==> src/hdl/gga_pkg.sv <==
`timescale 1ns / 1ps
// Shared constants and types for the GB2312 glyph address generator.
// No dependencies; used by gga_decode, gga_addr and the top level.
package gga_pkg;

  localparam logic [7:0]  HANZI_LO     = 8'hB0;
  localparam logic [7:0]  HANZI_HI     = 8'hF7;
  localparam logic [7:0]  SYM_LO       = 8'hA1;
  localparam logic [7:0]  SYM_HI       = 8'hA3;
  localparam logic [7:0]  TRAIL_MIN    = 8'hA1;
  localparam logic [7:0]  ASCII_LO     = 8'h20;
  localparam logic [7:0]  ASCII_HI     = 8'h7E;
  localparam logic [15:0] ROW_CELLS    = 16'd94;
  localparam logic [15:0] HANZI_OFFSET = 16'd846;
  localparam logic [23:0] ASCII_BASE   = 24'h03CF80;
  localparam logic [7:0]  WIDE_STEP    = 8'd16;
  localparam logic [7:0]  NARROW_STEP  = 8'd8;
  localparam logic [3:0]  PAGE_RESET   = 4'd1;

  // One decoded glyph request travelling from the decoder to the address stage.
  typedef struct packed {
    logic       wide;
    logic [7:0] lead;
    logic [7:0] code;
    logic [3:0] page;
    logic [7:0] column;
  } glyph_req_t;

endpackage

==> src/hdl/gga_decode.sv <==
`timescale 1ns / 1ps
// Byte decoder: keeps the string state (held lead, page, column) and registers
// one glyph request per result-producing byte. Depends on gga_pkg.
module gga_decode (
  input  logic                clk,
  input  logic                rst_n,
  input  logic                in_valid,
  output logic                in_ready,
  input  logic [7:0]          in_text_byte,
  input  logic                in_start_flag,
  input  logic [3:0]          in_start_page,
  input  logic [7:0]          in_start_column,
  output logic                req_valid,
  input  logic                req_ready,
  output gga_pkg::glyph_req_t req
);

  logic [7:0] held_lead_r, held_lead_nxt;
  logic       lead_pending_r, lead_pending_nxt;
  logic [7:0] column_r, column_nxt;
  logic [3:0] page_r, page_nxt;
  logic       req_valid_r, req_valid_nxt;
  gga_pkg::glyph_req_t req_r, req_nxt;

  logic       accept;
  logic       pending_eff;
  logic [7:0] column_eff;
  logic [3:0] page_eff;
  logic       is_lead;
  logic       is_ascii;

  assign in_ready = !req_valid_r || req_ready;
  assign accept   = in_valid && in_ready;

  assign pending_eff = lead_pending_r && !in_start_flag;
  assign column_eff  = in_start_flag ? in_start_column : column_r;
  assign page_eff    = in_start_flag ? in_start_page : page_r;
  assign is_lead  = ((in_text_byte >= gga_pkg::HANZI_LO) && (in_text_byte <= gga_pkg::HANZI_HI))
                 || ((in_text_byte >= gga_pkg::SYM_LO) && (in_text_byte <= gga_pkg::SYM_HI));
  assign is_ascii = (in_text_byte >= gga_pkg::ASCII_LO) && (in_text_byte <= gga_pkg::ASCII_HI);

  always_comb begin
    held_lead_nxt    = held_lead_r;
    lead_pending_nxt = lead_pending_r;
    column_nxt       = column_r;
    page_nxt         = page_r;
    req_valid_nxt    = req_valid_r && !req_ready;
    req_nxt          = req_r;
    if (accept) begin
      page_nxt         = page_eff;
      column_nxt       = column_eff;
      lead_pending_nxt = 1'b0;
      held_lead_nxt    = 8'd0;
      req_nxt.lead     = held_lead_r;
      req_nxt.code     = in_text_byte;
      req_nxt.page     = page_eff;
      req_nxt.column   = column_eff;
      // A byte after a lead that is too small to be a trail drops the lead
      // and falls through to the single-byte cases.
      priority if (pending_eff && (in_text_byte >= gga_pkg::TRAIL_MIN)) begin
        req_nxt.wide  = 1'b1;
        req_valid_nxt = 1'b1;
        column_nxt    = column_eff + gga_pkg::WIDE_STEP;
      end else if (is_lead) begin
        held_lead_nxt    = in_text_byte;
        lead_pending_nxt = 1'b1;
      end else if (is_ascii) begin
        req_nxt.wide  = 1'b0;
        req_valid_nxt = 1'b1;
        column_nxt    = column_eff + gga_pkg::NARROW_STEP;
      end else begin
        req_nxt.wide = req_r.wide;
      end
    end
  end

  always_ff @(posedge clk) begin
    if (!rst_n) begin
      held_lead_r    <= 8'd0;
      lead_pending_r <= 1'b0;
      column_r       <= 8'd0;
      page_r         <= gga_pkg::PAGE_RESET;
      req_valid_r    <= 1'b0;
    end else begin
      held_lead_r    <= held_lead_nxt;
      lead_pending_r <= lead_pending_nxt;
      column_r       <= column_nxt;
      page_r         <= page_nxt;
      req_valid_r    <= req_valid_nxt;
    end
  end

  always_ff @(posedge clk) begin
    req_r <= req_nxt;
  end

  assign req_valid = req_valid_r;
  assign req       = req_r;

endmodule

==> src/hdl/gga_addr.sv <==
`timescale 1ns / 1ps
// Address stage: turns a registered glyph request into a font ROM address and
// holds the result beat in the output register. Depends on gga_pkg.
module gga_addr (
  input  logic                clk,
  input  logic                rst_n,
  input  logic                req_valid,
  output logic                req_ready,
  input  gga_pkg::glyph_req_t req,
  output logic                out_valid,
  input  logic                out_ready,
  output logic [23:0]         out_font_address,
  output logic                out_glyph_wide,
  output logic [3:0]          out_glyph_page,
  output logic [7:0]          out_glyph_column
);

  logic        out_valid_r, out_valid_nxt;
  logic [23:0] addr_r, addr_nxt;
  logic        wide_r;
  logic [3:0]  page_r;
  logic [7:0]  column_r;

  logic        hanzi;
  logic [7:0]  row;
  logic [15:0] glyph_index;
  logic [23:0] wide_addr;
  logic [23:0] narrow_addr;

  assign req_ready = !out_valid_r || out_ready;

  assign hanzi = req.lead >= gga_pkg::HANZI_LO;
  assign row   = hanzi ? (req.lead - gga_pkg::HANZI_LO) : (req.lead - gga_pkg::SYM_LO);
  // Hanzi rows sit after the symbol area, which takes the first 846 cells.
  assign glyph_index = ({8'd0, row} * gga_pkg::ROW_CELLS)
                     + {8'd0, req.code - gga_pkg::TRAIL_MIN}
                     + (hanzi ? gga_pkg::HANZI_OFFSET : 16'd0);
  assign wide_addr   = {3'd0, glyph_index, 5'd0};
  assign narrow_addr = {12'd0, req.code - gga_pkg::ASCII_LO, 4'd0} + gga_pkg::ASCII_BASE;

  always_comb begin
    out_valid_nxt = out_valid_r && !out_ready;
    addr_nxt      = addr_r;
    if (req_valid && req_ready) begin
      out_valid_nxt = 1'b1;
      addr_nxt      = req.wide ? wide_addr : narrow_addr;
    end
  end

  always_ff @(posedge clk) begin
    if (!rst_n) begin
      out_valid_r <= 1'b0;
    end else begin
      out_valid_r <= out_valid_nxt;
    end
  end

  always_ff @(posedge clk) begin
    addr_r <= addr_nxt;
    if (req_valid && req_ready) begin
      wide_r   <= req.wide;
      page_r   <= req.page;
      column_r <= req.column;
    end
  end

  assign out_valid        = out_valid_r;
  assign out_font_address = addr_r;
  assign out_glyph_wide   = wide_r;
  assign out_glyph_page   = page_r;
  assign out_glyph_column = column_r;

endmodule

==> src/hdl/gb2312_glyph_address_generator.sv <==
`timescale 1ns / 1ps
// GB2312 / ASCII glyph address generator, top level.
// Instantiates gga_decode and gga_addr; depends on gga_pkg.
//
// Usage:
//   The input channel (in_valid / in_ready) takes one text byte per beat with
//   its start flag, start page and start column. The result channel
//   (out_valid / out_ready) gives one glyph beat: font ROM address, width
//   flag, page and column. A printable ASCII byte or a lead byte followed by
//   a trail byte gives one result; other bytes give none.
//   A result passes two registers from the accepted byte (the trail byte
//   for a 16x16 glyph) to out_valid: one after the decoder, one after the
//   address multiply by 94. Throughput is one byte per cycle while the
//   receiver keeps out_ready high; both stages hold a beat and pass it on in
//   the same cycle they take the next. When the receiver stalls, the output
//   register holds its beat, then the decoder register fills, and in_ready
//   falls; nothing is lost. Reset (rst_n low, synchronous) empties both
//   stages, drops any held lead byte, and sets column 0 and page 1.
module gb2312_glyph_address_generator (
  input  logic        clk,
  input  logic        rst_n,
  input  logic        in_valid,
  output logic        in_ready,
  input  logic [7:0]  in_text_byte,
  input  logic        in_start_flag,
  input  logic [3:0]  in_start_page,
  input  logic [7:0]  in_start_column,
  output logic        out_valid,
  input  logic        out_ready,
  output logic [23:0] out_font_address,
  output logic        out_glyph_wide,
  output logic [3:0]  out_glyph_page,
  output logic [7:0]  out_glyph_column
);

  logic                req_valid;
  logic                req_ready;
  gga_pkg::glyph_req_t req;

  gga_decode u_decode (
    .clk             (clk),
    .rst_n           (rst_n),
    .in_valid        (in_valid),
    .in_ready        (in_ready),
    .in_text_byte    (in_text_byte),
    .in_start_flag   (in_start_flag),
    .in_start_page   (in_start_page),
    .in_start_column (in_start_column),
    .req_valid       (req_valid),
    .req_ready       (req_ready),
    .req             (req)
  );

  gga_addr u_addr (
    .clk              (clk),
    .rst_n            (rst_n),
    .req_valid        (req_valid),
    .req_ready        (req_ready),
    .req              (req),
    .out_valid        (out_valid),
    .out_ready        (out_ready),
    .out_font_address (out_font_address),
    .out_glyph_wide   (out_glyph_wide),
    .out_glyph_page   (out_glyph_page),
    .out_glyph_column (out_glyph_column)
  );

endmodule
==> config.mk <==
export PLATFORM = sky130hd
export DESIGN_NAME = gb2312_glyph_address_generator
export DESIGN_NICKNAME = d
export VERILOG_FILES = /design/src/hdl/gga_pkg.sv /design/src/hdl/gga_decode.sv /design/src/hdl/gga_addr.sv /design/src/hdl/gb2312_glyph_address_generator.sv
export SDC_FILE = /design/constraint.sdc
export NUM_CORES = 1
export LEC_CHECK = 0
export BUFFER_PORTS_ARGS = -buffer_cell sky130_fd_sc_hd__buf_2
export CORE_UTILIZATION = 50
export DETAILED_ROUTE_END_ITERATION = 7
export GPL_TIMING_DRIVEN = 0
export PLACE_DENSITY = 0.72
export SLEW_MARGIN = 20
export SYNTH_ARGS = -nofsm -noshare
export SYNTH_HDL_FRONTEND = slang
export SYNTH_SLANG_ARGS = --single-unit
==> constraint.sdc <==
create_clock -name clk -period 12.9 [get_ports clk]
set_input_delay 2.58 -clock clk [delete_from_list [all_inputs] [get_ports clk]]
set_output_delay 2.58 -clock clk [all_outputs]
set_load 0.01 [all_outputs]
==> summary.md <==
| Metric | Value |
|---|---|
| Pwr/cell area | `between 200 and 300 nW/um^2` |
| Sink Count | `82` |
| Worst Path Class, Setup | `flip-flop to flip-flop` |
| Layout Skew | `approximately 0.011 ns` |
| Average size of a mapped cell | `between 10 and 15 sq um` |
| Final Hold Fails | `0` |
| Nets@finish | `approximately 680` |
| Sequential area share after synthesis | `~41%` |
| DR vias/cell | `approximately 5.4` |
| CTS Buf Count | `9` |
| WHS Endpoint | `u_addr.out_glyph_column[3]` |
| YS warnings | `0` |
| CTS tree | `yes` |
| Clock Latency Late Sink | `0.36 ns` |
| Seq pwr share | `20.7%` |
| Detail Placement HPWL | `8150 um` |
| Reg2Reg Setup Slack | `approximately 6.3 ns` |
| Area growth, synth to finish | `13.1%` |
| Hold_ws | `between 0.4 and 0.5 ns` |
| Layout cells sized above 1 | `between 10% and 20%` |
| Delay of the slowest critical-path stage | `approximately 0.53 ns` |
| Capture point of the worst reg-to-reg path | `u_addr.out_font_address[19]` |
| Clock Path Buffers | `2` |
| Total Routing Usage GR | `a little under 20%` |
| Detailed Route WL | `10500 um` |
| Synth Cell Area | `5460 sq um` |
| Adder-cell area share of the yosys netlist | `18.5%` |
| Setup_tns | `0 ns` |
| Post-CTS Setup Bufs | `0` |
| Synth async-reset ratio | `0%` |
| Routed WL per cell | `between 10 and 15 um` |
| Reg2Reg Launch Point | `u_decode.req[25]` |
| Fmax | `151 MHz` |
| Post-layout util | `roughly three fifths` |
| Most frequent CP cell | `ha_1` |
| Logic gate share of total power | `between 60% and 70%` |
| Clk pwr share | `11.8%` |
| Synth Area in XOR/XNOR | `about 5%` |
| Fin crit period | `roughly 6.6 ns` |
| Chip height | `~110 um` |
| DRC viols | `0` |
| FP Rows | `37` |
| CP bufs+invs | `1` |
| Global route hottest layer | `met2` |
| H-tree depth | `3` |
| Final Max Slew Viols | `0` |
| RSZ-0062 raised after global routing | `no` |
| Area after DPL | `around 6000 sq um` |
| Switching power total | `0.000726 W` |
| Peak supply drop | `roughly 0.24 mV` |
| CTS root buf | `clkbuf_8` |
| Final Cycle Share | `between 50% and 60%` |
| Met1 Use GR | `roughly 27%` |
| Crit path required time | `13.01 ns` |
| Routability cong. | `around 0.85` |
| Clk slew on worst S/H paths | `~0.080 ns` |
| PostCTS Resize Cnt | `0` |
| Post-Syn Instances | `~510` |
| Post-synthesis mux area share | `under 10%` |
| Largest family of logic cells by synthesized area | `adder cells` |
| Pint | `between 0.0008 and 0.0009 W` |
| Yosys cell types | `67` |
| Predominant post-synthesis flop cell | `edfxtp_1` |
| Critical Path AT | `6.72 ns` |
| Antenna violations before repair | `0` |
| Register-to-Register Path Depth | `19` |
| CP Launch Type | `flip-flop` |
| Port Buffers | `55` |
| Drt first pass iters | `4` |
| Slowest CP cell | `xor2_1` |
| Slew Limit Headroom | `a little under three fifths` |
| Place WS | `between 6 and 7 ns` |
| Die span in x | `106 um` |
| Finished Cell Area | `between 6000 and 7000 sq um` |
| Initial Util | `between 50% and 60%` |
| Antenna viol nets, final | `0` |
| Core Area | `between 10000 and 15000 sq um` |
| Sw frac | `approximately 45%` |
| EDFF count, synth | `59` |
| Grt met2 use | `31.8%` |
| Compound-gate portion of the synthesized area | `between 10% and 20%` |
| Ant. Diodes | `0` |
| First-pass GRT wire length | `between 15000 and 20000 um` |
| Io pins | `64` |
| Final WS setup | `between 6 and 7 ns` |
| GR Overflow Total | `0` |
| Critical path peak fanout | `10` |
| Largest net degree at the start of global routing | `35` |
| First DRT Iteration DRCs | `between 200 and 250` |
| Simple-gate portion of the synthesized area | `about a tenth` |
| Critical path origin | `u_decode.req[25]` |
| FF+latch count, synth | `82` |
| Finish-stage setup viols | `0` |
| Hold_buf cts | `0` |
| Worst Max-Slew Pin Slew | `between 0.6 and 0.7 ns` |
| Cell Chain, Critical Path | `ha_1, o21ai_2, inv_1, nor4_1, xor2_1, fa_1, ha_1, fa_1, fa_1, xor2_1, ha_1, xnor2_1, ha_1, o21a_1, o31a_1, o211ai_1, a2111oi_4, a31o_1, a21oi_1` |
| CP Capture Type | `flip-flop` |
| Via count | `between 3000 and 4000` |
| Worst hold stages | `0` |
| M3 GR Usage | `~3.1%` |
| Status | `finished clean` |
| HP Start | `u_decode.req[3]` |
| Family with the most delay on the worst path | `adder cells` |
| Min-Delay Path Class | `flip-flop to flip-flop` |
| Leakage | `2.64 nW` |
| MaxCap Viol Count | `0` |
| Die area | `~11000 sq um` |
| Number of global-route vias before repair | `between 3000 and 4000` |
## worst max path at each step
stage                                  end  slack [ns]  cells past startpoint
2_1_floorplan  u_addr.out_font_address[19]        7.03                     19
3_3_place_gp   u_addr.out_font_address[19]        6.45                     19
3_5_place_dp   u_addr.out_font_address[19]        6.28                     19
4_1_cts        u_addr.out_font_address[19]        6.26                     19
5_1_grt        u_addr.out_font_address[20]        5.76                     23
6_report       u_addr.out_font_address[19]        6.29                     19
## power groups by stage
| stage | logic [W] | clock network (W) | registers (W) |
|---|---|---|---|
| CTS | 0.00108 | 0.000195 | 0.000335 |
| global route | 0.00122 | 0.000204 | 0.000337 |
| floorplan | 0.000884 | 0 | 0.000345 |
| detailed placement | 0.00107 | 0 | 0.000341 |
| global placement | 0.00104 | 0 | 0.000341 |
| finish | 0.00109 | 0.000191 | 0.000335 |
## worst register-to-register path: stages, from the launching register on
cell       delay (ns)
edfxtp_1         0.47
ha_1             0.27
o21ai_2          0.39
inv_1            0.29
nor4_1           0.32
xor2_1           0.53
fa_1             0.50
ha_1             0.31
fa_1             0.53
fa_1             0.51
xor2_1           0.17
ha_1             0.31
xnor2_1          0.14
ha_1             0.37
o21a_1           0.14
o31a_1           0.22
o211ai_1         0.21
a2111oi_4        0.41
a31o_1           0.20
a21oi_1          0.06
## cell usage after synthesis (7+ instances only)
master | number | area [sq um]
ha_1 | 52 | 651
edfxtp_1 | 59 | 1770
mux2i_1 | 7 | 70.1
inv_1 | 53 | 199
nand2_1 | 37 | 139
nor2_1 | 46 | 173
buf_4 | 7 | 52.6
nor3_1 | 7 | 35.0
mux2_2 | 10 | 113
o21ai_0 | 17 | 85.1
fa_1 | 18 | 360
xor2_1 | 10 | 87.6
dfxtp_1 | 23 | 460
a22oi_1 | 8 | 60.1
nand3_1 | 10 | 50.1
a21oi_1 | 32 | 160
xnor2_1 | 22 | 193
## metal layers
layer,vias to the layer above,routed length [um]
li1,1955,-
met2,103,5010
met4,0,146
met5,-,0
met3,16,442
met1,1870,4860
## per-stage QoR
stage | std cells | total power, W
after global routing | 727 | 0.00176
final | 727 | 0.00162
after global placement | 709 | 0.00138
after floorplan | 518 | 0.00123
after CTS | 727 | 0.00161
after detailed placement | 711 | 0.00141
## state kept, by name, summed over array words and instances (netlist names)
signal / count
u_decode.req: 29
u_addr.out_font_address: 17
u_addr.out_glyph_column: 8
u_decode.column_r: 8
u_decode.held_lead_r: 8
u_addr.out_glyph_page: 4
u_decode.page_r: 4
u_addr.out_glyph_wide: 1
u_addr.out_valid: 1
u_decode.lead_pending_r: 1
u_decode.req_valid: 1
## cell type report
type,count,area (sq um)
buffer,19,111
clock buffer,10,128
clock inverter,6,70.1
fill,854,4290
inverter,55,206
multi-input combinational,362,2940
sequential,82,2230
tap,136,170
timing repair buffer,57,315
## cells by family after synthesis
kind of cell,count (synthesis)
AOI/OAI and AO/OA,111
adders and majority gates,70
xor gates and xnor gates,32
and+or+nand+nor,125
muxes,17
buffers and inverters,74
DFF,82
other,1
## layout by cell type (no fill, tap or decap), drive strengths merged, types with 9 or more instances in the layout
cell type | synthesis | routed
xnor2 | 22 | 22
mux2 | 10 | 10
a21oi | 33 | 33
ha | 52 | 52
o21ai | 22 | 22
edfxtp | 59 | 59
nand3 | 10 | 10
xor2 | 10 | 10
a211oi | 9 | 9
buf | 14 | 71
nand2 | 37 | 37
fa | 18 | 18
dfxtp | 23 | 23
clkbuf | 5 | 15
a22oi | 9 | 9
nor2 | 47 | 47
inv | 54 | 58
No activity file was read; power rests on OpenSTA's default activity.
